$ cat src/hdl/pfx_pkg.sv
`default_nettype none

package pfx_pkg;

  localparam int DATA_W = 8;
  localparam int STATUS_W = 3;
  localparam int DEFAULT_STACK_DEPTH = 16;

  localparam logic [DATA_W-1:0] CH_0     = 8'h30;
  localparam logic [DATA_W-1:0] CH_9     = 8'h39;
  localparam logic [DATA_W-1:0] CH_PLUS  = 8'h2b;
  localparam logic [DATA_W-1:0] CH_MINUS = 8'h2d;
  localparam logic [DATA_W-1:0] CH_STAR  = 8'h2a;
  localparam logic [DATA_W-1:0] CH_SLASH = 8'h2f;

  typedef enum logic [STATUS_W-1:0] {
    ST_OK        = 3'd0,
    ST_UNDERFLOW = 3'd1,
    ST_OVERFLOW  = 3'd2,
    ST_DIVZERO   = 3'd3,
    ST_EMPTY     = 3'd4
  } status_t;

  typedef enum logic [1:0] {
    CELL_HOLD,
    CELL_FROM_UP,
    CELL_FROM_DOWN
  } cell_cmd_t;

endpackage

`default_nettype wire

$ cat src/hdl/pfx_cell.sv
`default_nettype none

module pfx_cell
  import pfx_pkg::*;
(
  input  wire logic              clk,
  input  wire cell_cmd_t         cmd,
  input  wire logic [DATA_W-1:0] from_up,
  input  wire logic [DATA_W-1:0] from_down,
  output logic      [DATA_W-1:0] q
);

  always_ff @(posedge clk) begin
    unique case (cmd)
      CELL_FROM_UP:   q <= from_up;
      CELL_FROM_DOWN: q <= from_down;
      default:        q <= q;
    endcase
  end

endmodule

`default_nettype wire

$ cat src/hdl/pfx_divider.sv
`default_nettype none

module pfx_divider
  import pfx_pkg::*;
(
  input  wire logic              clk,
  input  wire logic              rst,
  input  wire logic              start,
  input  wire logic [DATA_W-1:0] dividend,
  input  wire logic [DATA_W-1:0] divisor,
  output logic                   done,
  output logic      [DATA_W-1:0] quotient
);

  localparam int STEP_W = $clog2(DATA_W);

  logic              busy;
  logic [STEP_W-1:0] step;
  logic [DATA_W-1:0] rem;
  logic [DATA_W-1:0] dvs;
  logic [DATA_W:0]   rem_shift;
  logic              fits;

  assign rem_shift = {rem, quotient[DATA_W-1]};
  assign fits      = rem_shift >= {1'b0, dvs};

  // restoring division, one quotient bit per cycle
  always_ff @(posedge clk) begin
    done <= 1'b0;
    if (rst) begin
      busy <= 1'b0;
      step <= '0;
    end else if (start) begin
      busy     <= 1'b1;
      step     <= '0;
      rem      <= '0;
      dvs      <= divisor;
      quotient <= dividend;
    end else if (busy) begin
      if (fits) begin
        rem <= DATA_W'(rem_shift - {1'b0, dvs});
      end else begin
        rem <= rem_shift[DATA_W-1:0];
      end
      quotient <= {quotient[DATA_W-2:0], fits};
      step     <= step + 1'b1;
      if (step == STEP_W'(DATA_W - 1)) begin
        busy <= 1'b0;
        done <= 1'b1;
      end
    end
  end

endmodule

`default_nettype wire

$ cat src/hdl/postfix_expression_evaluator_top.sv
`default_nettype none

// Postfix evaluator: send one ASCII character per transaction, last_symbol on
// the final one; that transaction yields one result (value, status) and clears
// the stack. The stack is a row of 8-bit cells that shift as a unit, top in
// cell 0, so no clearing pass is needed after reset. One character at a time:
// a digit, + - *, a divide by zero or a symbol that underflows is taken in
// S_IDLE and executed in S_EXEC; an unknown symbol with two operands also
// passes through S_POP2, since it shifts the row twice; a divide by a nonzero
// value waits in S_DIV for the one-bit-per-cycle divider; a last character
// adds S_DONE to load the output register, which waits there on out_ready.
module postfix_expression_evaluator_top
  import pfx_pkg::*;
#(
  parameter int STACK_DEPTH = DEFAULT_STACK_DEPTH
) (
  input  wire logic                     clk,
  input  wire logic                     rst,
  input  wire logic                     in_valid,
  output logic                          in_ready,
  input  wire logic [DATA_W-1:0]        symbol,
  input  wire logic                     last_symbol,
  output logic                          out_valid,
  input  wire logic                     out_ready,
  output logic signed [DATA_W-1:0]      value,
  output logic        [STATUS_W-1:0]    status
);

  localparam int CNT_W = $clog2(STACK_DEPTH + 1);

  typedef enum logic [2:0] {
    S_IDLE,
    S_EXEC,
    S_DIV,
    S_POP2,
    S_DONE
  } state_t;

  typedef enum logic [1:0] {
    OP_HOLD,
    OP_PUSH,
    OP_POP,
    OP_REPLACE
  } stack_op_t;

  state_t            state;
  logic [DATA_W-1:0] sym_r;
  logic              last_r;
  logic [CNT_W-1:0]  count;
  status_t           sticky;
  logic              neg_r;

  logic [DATA_W-1:0] cell_q [STACK_DEPTH];
  cell_cmd_t         cell_cmd [STACK_DEPTH];
  stack_op_t         stack_op;
  logic [DATA_W-1:0] load_data;

  logic                is_digit;
  logic                full;
  logic                two_avail;
  logic [DATA_W-1:0]   top_val;
  logic [DATA_W-1:0]   nxt_val;
  logic [2*DATA_W-1:0] prod;
  logic [DATA_W-1:0]   a_mag;
  logic [DATA_W-1:0]   b_mag;
  logic                div_start;
  logic                div_done;
  logic [DATA_W-1:0]   div_q;
  logic [DATA_W-1:0]   div_res;
  state_t              after;

  assign in_ready  = state == S_IDLE;
  assign is_digit  = sym_r >= CH_0 && sym_r <= CH_9;
  assign full      = count == CNT_W'(STACK_DEPTH);
  assign two_avail = count >= CNT_W'(2);
  assign top_val   = cell_q[0];
  assign nxt_val   = cell_q[1];
  assign prod      = nxt_val * top_val;
  assign a_mag     = nxt_val[DATA_W-1] ? (~nxt_val + 1'b1) : nxt_val;
  assign b_mag     = top_val[DATA_W-1] ? (~top_val + 1'b1) : top_val;
  assign div_res   = neg_r ? (~div_q + 1'b1) : div_q;
  assign after     = last_r ? S_DONE : S_IDLE;
  assign div_start = state == S_EXEC && !is_digit && two_avail && sym_r == CH_SLASH
                     && top_val != '0;

  always_comb begin
    stack_op  = OP_HOLD;
    load_data = '0;
    case (state)
      S_EXEC: begin
        if (is_digit) begin
          if (!full) begin
            stack_op  = OP_PUSH;
            load_data = sym_r - CH_0;
          end
        end else if (two_avail) begin
          case (sym_r)
            CH_PLUS: begin
              stack_op  = OP_REPLACE;
              load_data = nxt_val + top_val;
            end
            CH_MINUS: begin
              stack_op  = OP_REPLACE;
              load_data = nxt_val - top_val;
            end
            CH_STAR: begin
              stack_op  = OP_REPLACE;
              load_data = prod[DATA_W-1:0];
            end
            CH_SLASH: begin
              if (top_val == '0) begin
                stack_op = OP_REPLACE;
              end
            end
            default: stack_op = OP_POP;
          endcase
        end
      end
      S_DIV: begin
        if (div_done) begin
          stack_op  = OP_REPLACE;
          load_data = div_res;
        end
      end
      S_POP2: stack_op = OP_POP;
      default: stack_op = OP_HOLD;
    endcase
  end

  always_comb begin
    for (int i = 0; i < STACK_DEPTH; i++) begin
      unique case (stack_op)
        OP_PUSH:    cell_cmd[i] = CELL_FROM_UP;
        OP_POP:     cell_cmd[i] = CELL_FROM_DOWN;
        OP_REPLACE: cell_cmd[i] = (i == 0) ? CELL_FROM_UP : CELL_FROM_DOWN;
        default:    cell_cmd[i] = CELL_HOLD;
      endcase
    end
  end

  for (genvar i = 0; i < STACK_DEPTH; i++) begin : g_cell
    logic [DATA_W-1:0] up_d;
    logic [DATA_W-1:0] down_d;
    if (i == 0) begin : g_first
      assign up_d = load_data;
    end else begin : g_mid
      assign up_d = cell_q[i-1];
    end
    if (i == STACK_DEPTH - 1) begin : g_last
      assign down_d = cell_q[i];
    end else begin : g_inner
      assign down_d = cell_q[i+1];
    end
    pfx_cell u_cell (
      .clk       (clk),
      .cmd       (cell_cmd[i]),
      .from_up   (up_d),
      .from_down (down_d),
      .q         (cell_q[i])
    );
  end

  pfx_divider u_div (
    .clk      (clk),
    .rst      (rst),
    .start    (div_start),
    .dividend (a_mag),
    .divisor  (b_mag),
    .done     (div_done),
    .quotient (div_q)
  );

  function automatic status_t first_err(status_t cur, status_t code);
    return (cur == ST_OK) ? code : cur;
  endfunction

  always_ff @(posedge clk) begin
    if (rst) begin
      state     <= S_IDLE;
      count     <= '0;
      sticky    <= ST_OK;
      out_valid <= 1'b0;
    end else begin
      if (out_valid && out_ready && state != S_DONE) begin
        out_valid <= 1'b0;
      end
      unique case (state)
        S_IDLE: begin
          if (in_valid) begin
            sym_r  <= symbol;
            last_r <= last_symbol;
            state  <= S_EXEC;
          end
        end
        S_EXEC: begin
          state <= after;
          if (is_digit) begin
            if (full) begin
              sticky <= first_err(sticky, ST_OVERFLOW);
            end else begin
              count <= count + 1'b1;
            end
          end else if (!two_avail) begin
            sticky <= first_err(sticky, ST_UNDERFLOW);
          end else begin
            case (sym_r) inside
              CH_PLUS, CH_MINUS, CH_STAR: count <= count - 1'b1;
              CH_SLASH: begin
                if (top_val == '0) begin
                  sticky <= first_err(sticky, ST_DIVZERO);
                  count  <= count - 1'b1;
                end else begin
                  neg_r <= nxt_val[DATA_W-1] ^ top_val[DATA_W-1];
                  state <= S_DIV;
                end
              end
              default: begin
                count <= count - 1'b1;
                state <= S_POP2;
              end
            endcase
          end
        end
        S_DIV: begin
          if (div_done) begin
            count <= count - 1'b1;
            state <= after;
          end
        end
        S_POP2: begin
          count <= count - 1'b1;
          state <= after;
        end
        S_DONE: begin
          if (!out_valid || out_ready) begin
            out_valid <= 1'b1;
            value     <= (count != '0) ? top_val : '0;
            status    <= (count == '0 && sticky == ST_OK) ? ST_EMPTY : sticky;
            count     <= '0;
            sticky    <= ST_OK;
            state     <= S_IDLE;
          end
        end
        default: state <= S_IDLE;
      endcase
    end
  end

  a_count_bound: assert property (@(posedge clk) disable iff (rst)
    count <= CNT_W'(STACK_DEPTH))
    else $error("stack count beyond depth");

  a_div_done_state: assert property (@(posedge clk) disable iff (rst)
    div_done |-> state == S_DIV)
    else $error("divider finished outside divide state");

  a_result_clears: assert property (@(posedge clk) disable iff (rst)
    $rose(out_valid) |-> $past(state) == S_DONE && count == '0 && sticky == ST_OK)
    else $error("result transaction without stack clear");

  a_empty_value: assert property (@(posedge clk) disable iff (rst)
    out_valid && status == ST_EMPTY |-> value == '0)
    else $error("empty result with nonzero value");

endmodule

`default_nettype wire
$ cat config.mk
export PLATFORM = sky130hd
export DESIGN_NAME = postfix_expression_evaluator_top
export DESIGN_NICKNAME = d
export VERILOG_FILES = /design/src/hdl/pfx_pkg.sv /design/src/hdl/pfx_cell.sv /design/src/hdl/pfx_divider.sv /design/src/hdl/postfix_expression_evaluator_top.sv
export SDC_FILE = /design/constraint.sdc
export NUM_CORES = 1
export LEC_CHECK = 0
export ABC_AREA = 1
export BUFFER_PORTS_ARGS = -buffer_cell sky130_fd_sc_hd__buf_2
export CELL_PAD_IN_SITES_DETAIL_PLACEMENT = 1
export CELL_PAD_IN_SITES_GLOBAL_PLACEMENT = 1
export CORE_MARGIN = 3
export CORE_UTILIZATION = 40
export CTS_CLUSTER_SIZE = 12
export DETAILED_ROUTE_END_ITERATION = 6
export GPL_TIMING_DRIVEN = 1
export PLACE_DENSITY_LB_ADDON = 0.1
export SYNTH_ARGS = -nofsm -noshare
export SYNTH_HDL_FRONTEND = slang
export SYNTH_SLANG_ARGS = --single-unit
$ cat constraint.sdc
create_clock -name clk -period 5.77 [get_ports clk]
set_input_delay 1.731 -clock clk [delete_from_list [all_inputs] [get_ports clk]]
set_output_delay 1.731 -clock clk [all_outputs]
set_load 0.05 [all_outputs]
Yosys cells after proc, flatten, opt, wreduce, memory -nomap -nowiden:

Cells that the tools add are included.

* register bits: 190
* logic and storage cells: 193

* add/subtract/negate cells: 10
* $mul: 1
* $lt $le $gt $ge: 4
* equal/unequal tests: 29
* multiplexer cells: 73
* bitwise logic cells: 9
* reduce and logical (&&, ||, !) cells: 35

Operators with widths (count)
* 8-bit case mux with 2 select lines: 16
* 8-bit 2-to-1 mux: 10
* 3-bit 2-to-1 mux: 18
* 5-bit 2-to-1 mux: 8
* 8-bit by 6-bit equality test with 1-bit output (second input constant): 4
* 8-bit by 1-bit adder with 8-bit output (second input constant): 3
* 8-bit inverter: 3
* 8-bit case mux with 3 select lines: 1
* 5-bit case mux with 4 select lines: 1
* 8-bit subtractor: 2
* 3-bit case mux with 5 select lines: 1
* 7-bit AND reduction: 2
* 3-bit != test (second input constant): 4
* 2-bit case mux with 2 select lines: 3
* 9-bit by 8-bit >= comparator with 1-bit output: 1
* 3-bit AND reduction: 3
* 8-bit adder: 1
* 2-bit equality test (second input constant): 4
* 8-bit by 6-bit >= comparator with 1-bit output (second input constant): 1
* 8-bit by 6-bit <= comparator with 1-bit output (second input constant): 1
* 1-bit logical AND: 8
* 8-bit zero test: 1
* 8-bit by 8-bit multiplier with 8-bit output: 1
* 1-bit 2-to-1 mux: 8
* 33 further kinds: 56

Longest topological paths before layout:

* depth after elaboration: 11
* mapped depth: 24
* gate-level depth less buffers: 23

Cells and area by module:

Synthesis repeated with hierarchy kept, for this count alone.

* cells, all modules: 1378
* area total of the unflattened synthesis: 11537.3 µm²

Modules (own cells, without submodules)
* pfx_cell: times used 16, cells an instance 37, area an instance 365.4 µm², seq. area each 240.2 µm²
* postfix_expression_evaluator_top: times used 1, cells an instance 584, area an instance 3958.8 µm², seq. area each 850.8 µm²
* pfx_divider: times used 1, cells an instance 202, area an instance 1732.9 µm², seq. area each 820.8 µm²

Worst setup path after synthesis:

Ideal clock, no wire load.

* path kind: register to register
* start point: register g_cell[0].u_cell.q[0]
* end point: register g_cell[0].u_cell.q[0], enable pin
* arrival time: 4.473 ns
* required time: 4.408 ns
* path slack: -0.064 ns
* cell stages (with the launch flop): 14
* buffers on the path: 3
* cells stage by stage: edfxtp_1 -> clkbuf_1 -> inv_1 -> ha_1 -> nand3_2 -> nor3_4 -> inv_2 -> nand3_2 -> nand2_2 -> nand2_4 -> inv_2 -> buf_6 -> buf_6 -> nand3_1

* cells in the longest elaborated chain, start to end: 11
* elaborated cells on any way between the ends: 14
* classes of those cells: 5 x eq/ne; 6 x mux; 3 x reduce/logical

RTL lines
* start: declaration: line pfx_cell.sv:10 `output logic [DATA_W-1:0] q`
* start signal: assignment: line pfx_cell.sv:15 `CELL_FROM_UP: q <= from_up;`
* start signal: assignment: line pfx_cell.sv:16 `CELL_FROM_DOWN: q <= from_down;`
* start signal: assignment: line pfx_cell.sv:17 `default: q <= q;`
* 8-bit zero test *: line postfix_expression_evaluator_top.sv:111 `if (top_val == '0) begin`
* 2-bit 2-to-1 mux *: line postfix_expression_evaluator_top.sv:111
* 2-bit case mux with 2 select lines *: line postfix_expression_evaluator_top.sv:97 `case (sym_r)`
* 2-bit 2-to-1 mux *: line postfix_expression_evaluator_top.sv:96 `end else if (two_avail) begin`
* 2-bit 2-to-1 mux *: line postfix_expression_evaluator_top.sv:91 `if (is_digit) begin`
* 2-bit case mux with 3 select lines *: line postfix_expression_evaluator_top.sv:89 `case (state)`
* 2-bit equality test or 2-bit by 1-bit equality test with 1-bit output (tied branches): line postfix_expression_evaluator_top.sv:132 `unique case (stack_op)`
* 2-bit OR reduction (no source line)
* 2-bit case mux with 2 select lines *: line postfix_expression_evaluator_top.sv:132
* 2-bit by 1-bit equality test with 1-bit output or 2-bit equality test (tied branches): line pfx_cell.sv:14 `unique case (cmd)`
* 2-bit nonzero test (no source line) *

Mark *: on every way between the ends. The rest lies on a longest branch, timed or not.
A chain may end at the register's enable or synchronous reset.

Worst setup path after layout:

* start point: register g_cell[1].u_cell.q[2]
* end point: register g_cell[0].u_cell.q[7] (data pin)

* cells in the longest elaborated chain, start to end: 6
* elaborated cells on any way between the ends: 8
* classes of those cells: 2 x add/sub; 1 x mul; 5 x mux

RTL lines
* start: declaration: line pfx_cell.sv:10
* start signal: assignment: line pfx_cell.sv:15
* start signal: assignment: line pfx_cell.sv:16
* start signal: assignment: line pfx_cell.sv:17
* 8-bit by 8-bit multiplier with 8-bit output (tied with other cells): line postfix_expression_evaluator_top.sv:78 `assign prod = nxt_val * top_val;`
* 8-bit case mux with 3 select lines *: line postfix_expression_evaluator_top.sv:97
* 8-bit 2-to-1 mux *: line postfix_expression_evaluator_top.sv:96
* 8-bit 2-to-1 mux *: line postfix_expression_evaluator_top.sv:91
* 8-bit case mux with 2 select lines *: line postfix_expression_evaluator_top.sv:89
* 8-bit case mux with 2 select lines *: line pfx_cell.sv:14

Marks and branches as above.

==> impl_results.md <==
- Pins Over Slew Limit: 0
- Placed cell count: 1549
- Drt pass-1 iters: 4
- Port-buffer cells: 25
- Routability congestion estimate: 0.831
- Clock sinks: 189
- Status: completed
- Worst Max-Slew Pin Slew: 0.988 ns
- Fin nets: 1302
- Leakage power: 5.19 nW
- Drt first-iter violations: 462
- Die Area: 28900 um^2
- Worst path top cell family by delay: adder cells
- Largest net degree at the start of global routing: 101
- Critical path capture point type: register
- Root Driver: clkbuf_16
- FP Rows: 59
- Post-CTS Setup Inserts: 0
- CTS resizes: 0
- Synth top area share: 48.4%
- Syn Nets: 1297
- Clk pin slew, worst setup/hold paths: 0.08 ns
- Setup violations, final: 0
- #FFs+latches synth: 189
- Layout cells sized above 1: 8.76%
- MaxCap Viol Count: 0
- Buf/Inv on CP: 3
- Critical Path RT: 5.95 ns
- Cell with the most instances after synthesis: nand2_1
- Pwr/cell area: 555 nW/um^2
- Fin util: 44.5%
- Crit path kind: reg -> reg
- Worst-skew pair later-pin latency: 0.45 ns
- H-Tree Depth: 4
- First-pass GRT wire length: 43.0 mm
- Max Fclk: 230 MHz
- Final Hold Fails: 0
- Filler cells: 3060
- Vias in the first global route: 8220
- Die width: 170 um
- Unique masters post-synth: 45
- Post-synth EDFFs: 173
- Max clock buf depth: 2
- Worst setup SP type: register
- Max FO, Critical Path: 13
- Initial antenna violation count: 0
- # diodes: 0
- Fin worst setup slack: 1.42 ns
- Period minus WS final: 4.35 ns
- Syn avg cell area: 8.75 um^2
- CORE AREA: 26200 um^2
- Dpl ws: 1.41 ns
- WL per Instance: 16.6 um
- DP HPWL: 18.3 mm
- # DRC: 0
- Ports: 26
- CTS tree: done
- Worst VDD drop: 0.425 mV
- Top cells by count, synth: nand2_1, edfxtp_1, inv_1
- Routed wire length: 26.2 mm
- Initial core utilization: 41.0%
- Via-to-Cell Ratio: 5.06
- Critical Path, Cell by Cell: nand2_1, fa_1, fa_1, inv_1, fa_1, inv_1, fa_1, inv_1, ha_1, nand2_1, nand2_1, a31oi_1, nand2_1, nand3_1, nand2_1, nand2_1, nand3_1
- Post-synthesis sequential area ratio: 51.3%
- Syn Inst Count: 1228
- Total Routing Usage GR: 18.7%
- Clk_skew: 0.0147 ns
- Total CTS buffers: 17
- TNS Setup: 0 ns
- Unrepaired setup endpoints after global routing: no
- YS warnings: 0
- CP max-delay cell: edfxtp_1
- Critical path arrival: 4.52 ns
- Min-delay worst type: reg -> reg
- Slew HR: 34.1%
- Cts hold-fix bufs: 0
- Largest cells by area after synthesis: edfxtp_1, nand2_1, inv_1
- Worst hold slack: 0.457 ns
- Post-Layout Cell Count: 1580
- Worst path most repeated cell: nand2_1
- Top FF cell, synth: edfxtp_1
- Chip height: 170 um
- DR vias: 7992
- Final period utilization: 75.3%
- Largest area contributor in the netlist: edfxtp_1
- Worst path max stage delay: 0.72 ns
- Layout area overhead: 8.63%
- Synth Cell Area: 10700 um^2
- Share of synthesized registers carrying an async set or reset: 0%
- Routed Antenna Nets: 0
- GRT overflow: 0
==> sequential cells by signal, indices dropped and copies added (netlist names) <==
signal	count
status	3
sym_r	8
out_valid	1
last_r	1
u_div.step	3
state	3
sticky	2
count	5
u_div.rem	8
u_div.busy	1
u_div.quotient	8
g_cell.u_cell.q	128
value	8
u_div.dvs	8
u_div.done	1
neg_r	1
==> metrics by stage <==
step | instance area (um^2) | power, mW
floorplan | 10700 | 4.59
global route | 11700 | 7.08
CTS | 11700 | 6.58
global placement | 11100 | 5.28
finish | 11700 | 6.47
detailed placement | 11100 | 5.34
==> power by group <==
group | total [mW] | leakage, nW | switching, mW | internal (mW)
combinational | 2.81 | 3.19 | 1.94 | 0.877
clock | 1.21 | 0.290 | 0.622 | 0.587
sequential | 2.45 | 1.71 | 0.300 | 2.15
total | 6.47 | 5.19 | 2.86 | 3.62
==> layout by cell type (no fill, tap or decap), drive strengths merged, types with 8 or more instances in the layout <==
cell type / n
o21ai: 76
inv: 162
nor3: 24
clkinv: 10
edfxtp: 173
a21oi: 41
fa: 14
buf: 33
xor2: 19
ha: 42
dfxtp: 16
clkbuf: 17
nand2: 491
nand3: 43
nor2: 46
xnor2: 8
==> worst paths after layout <==
path                          start                     end  slack (ns)  cells past startpoint
max           g_cell[1].u_cell.q[2]   g_cell[0].u_cell.q[7]        1.42                     17
min          g_cell[14].u_cell.q[7]  g_cell[15].u_cell.q[7]        0.46                      0
max reg2reg   g_cell[1].u_cell.q[2]   g_cell[0].u_cell.q[7]        1.42                     17
min reg2reg  g_cell[14].u_cell.q[7]  g_cell[15].u_cell.q[7]        0.46                      0
==> kinds of logic (layout without fill, tap and decap cells) <==
group           after synthesis  after routing  synth area share, %
xor+xnor                     27             27                 2.20
flops                       189            189                 51.3
compound gates              136            136                 6.99
simple gates                615            615                 23.6
fa+ha+maj                    56             56                 7.50
buf+inv                     205            222                 8.33
==> layout make-up <==
cell class / count / area (um^2) / share of cell area (%)
multi-input combinational: 834 / 4340 / 37.2
tap: 335 / 419 / 3.59
timing repair buffer: 33 / 198 / 1.69
clock buffer: 17 / 425 / 3.65
clock inverter: 14 / 173 / 1.48
inverter: 158 / 594 / 5.09
sequential: 189 / 5520 / 47.3
==> metal layers <==
| metal | up-vias | part of all wire [%] | wire length (um) | GRT usage (%) |
|---|---|---|---|---|
| li1 | 3973 | - | - | - |
| met1 | 3904 | 48 | 12600 | 25.3 |
| met2 | 88 | 48 | 12600 | 31.2 |
| met3 | 27 | 2.3 | 610 | 3.16 |
| met4 | 0 | 1.5 | 380 | 4.98 |
| met5 | - | 0 | 0 | 0 |
Power figures use the tool's default switching activity.
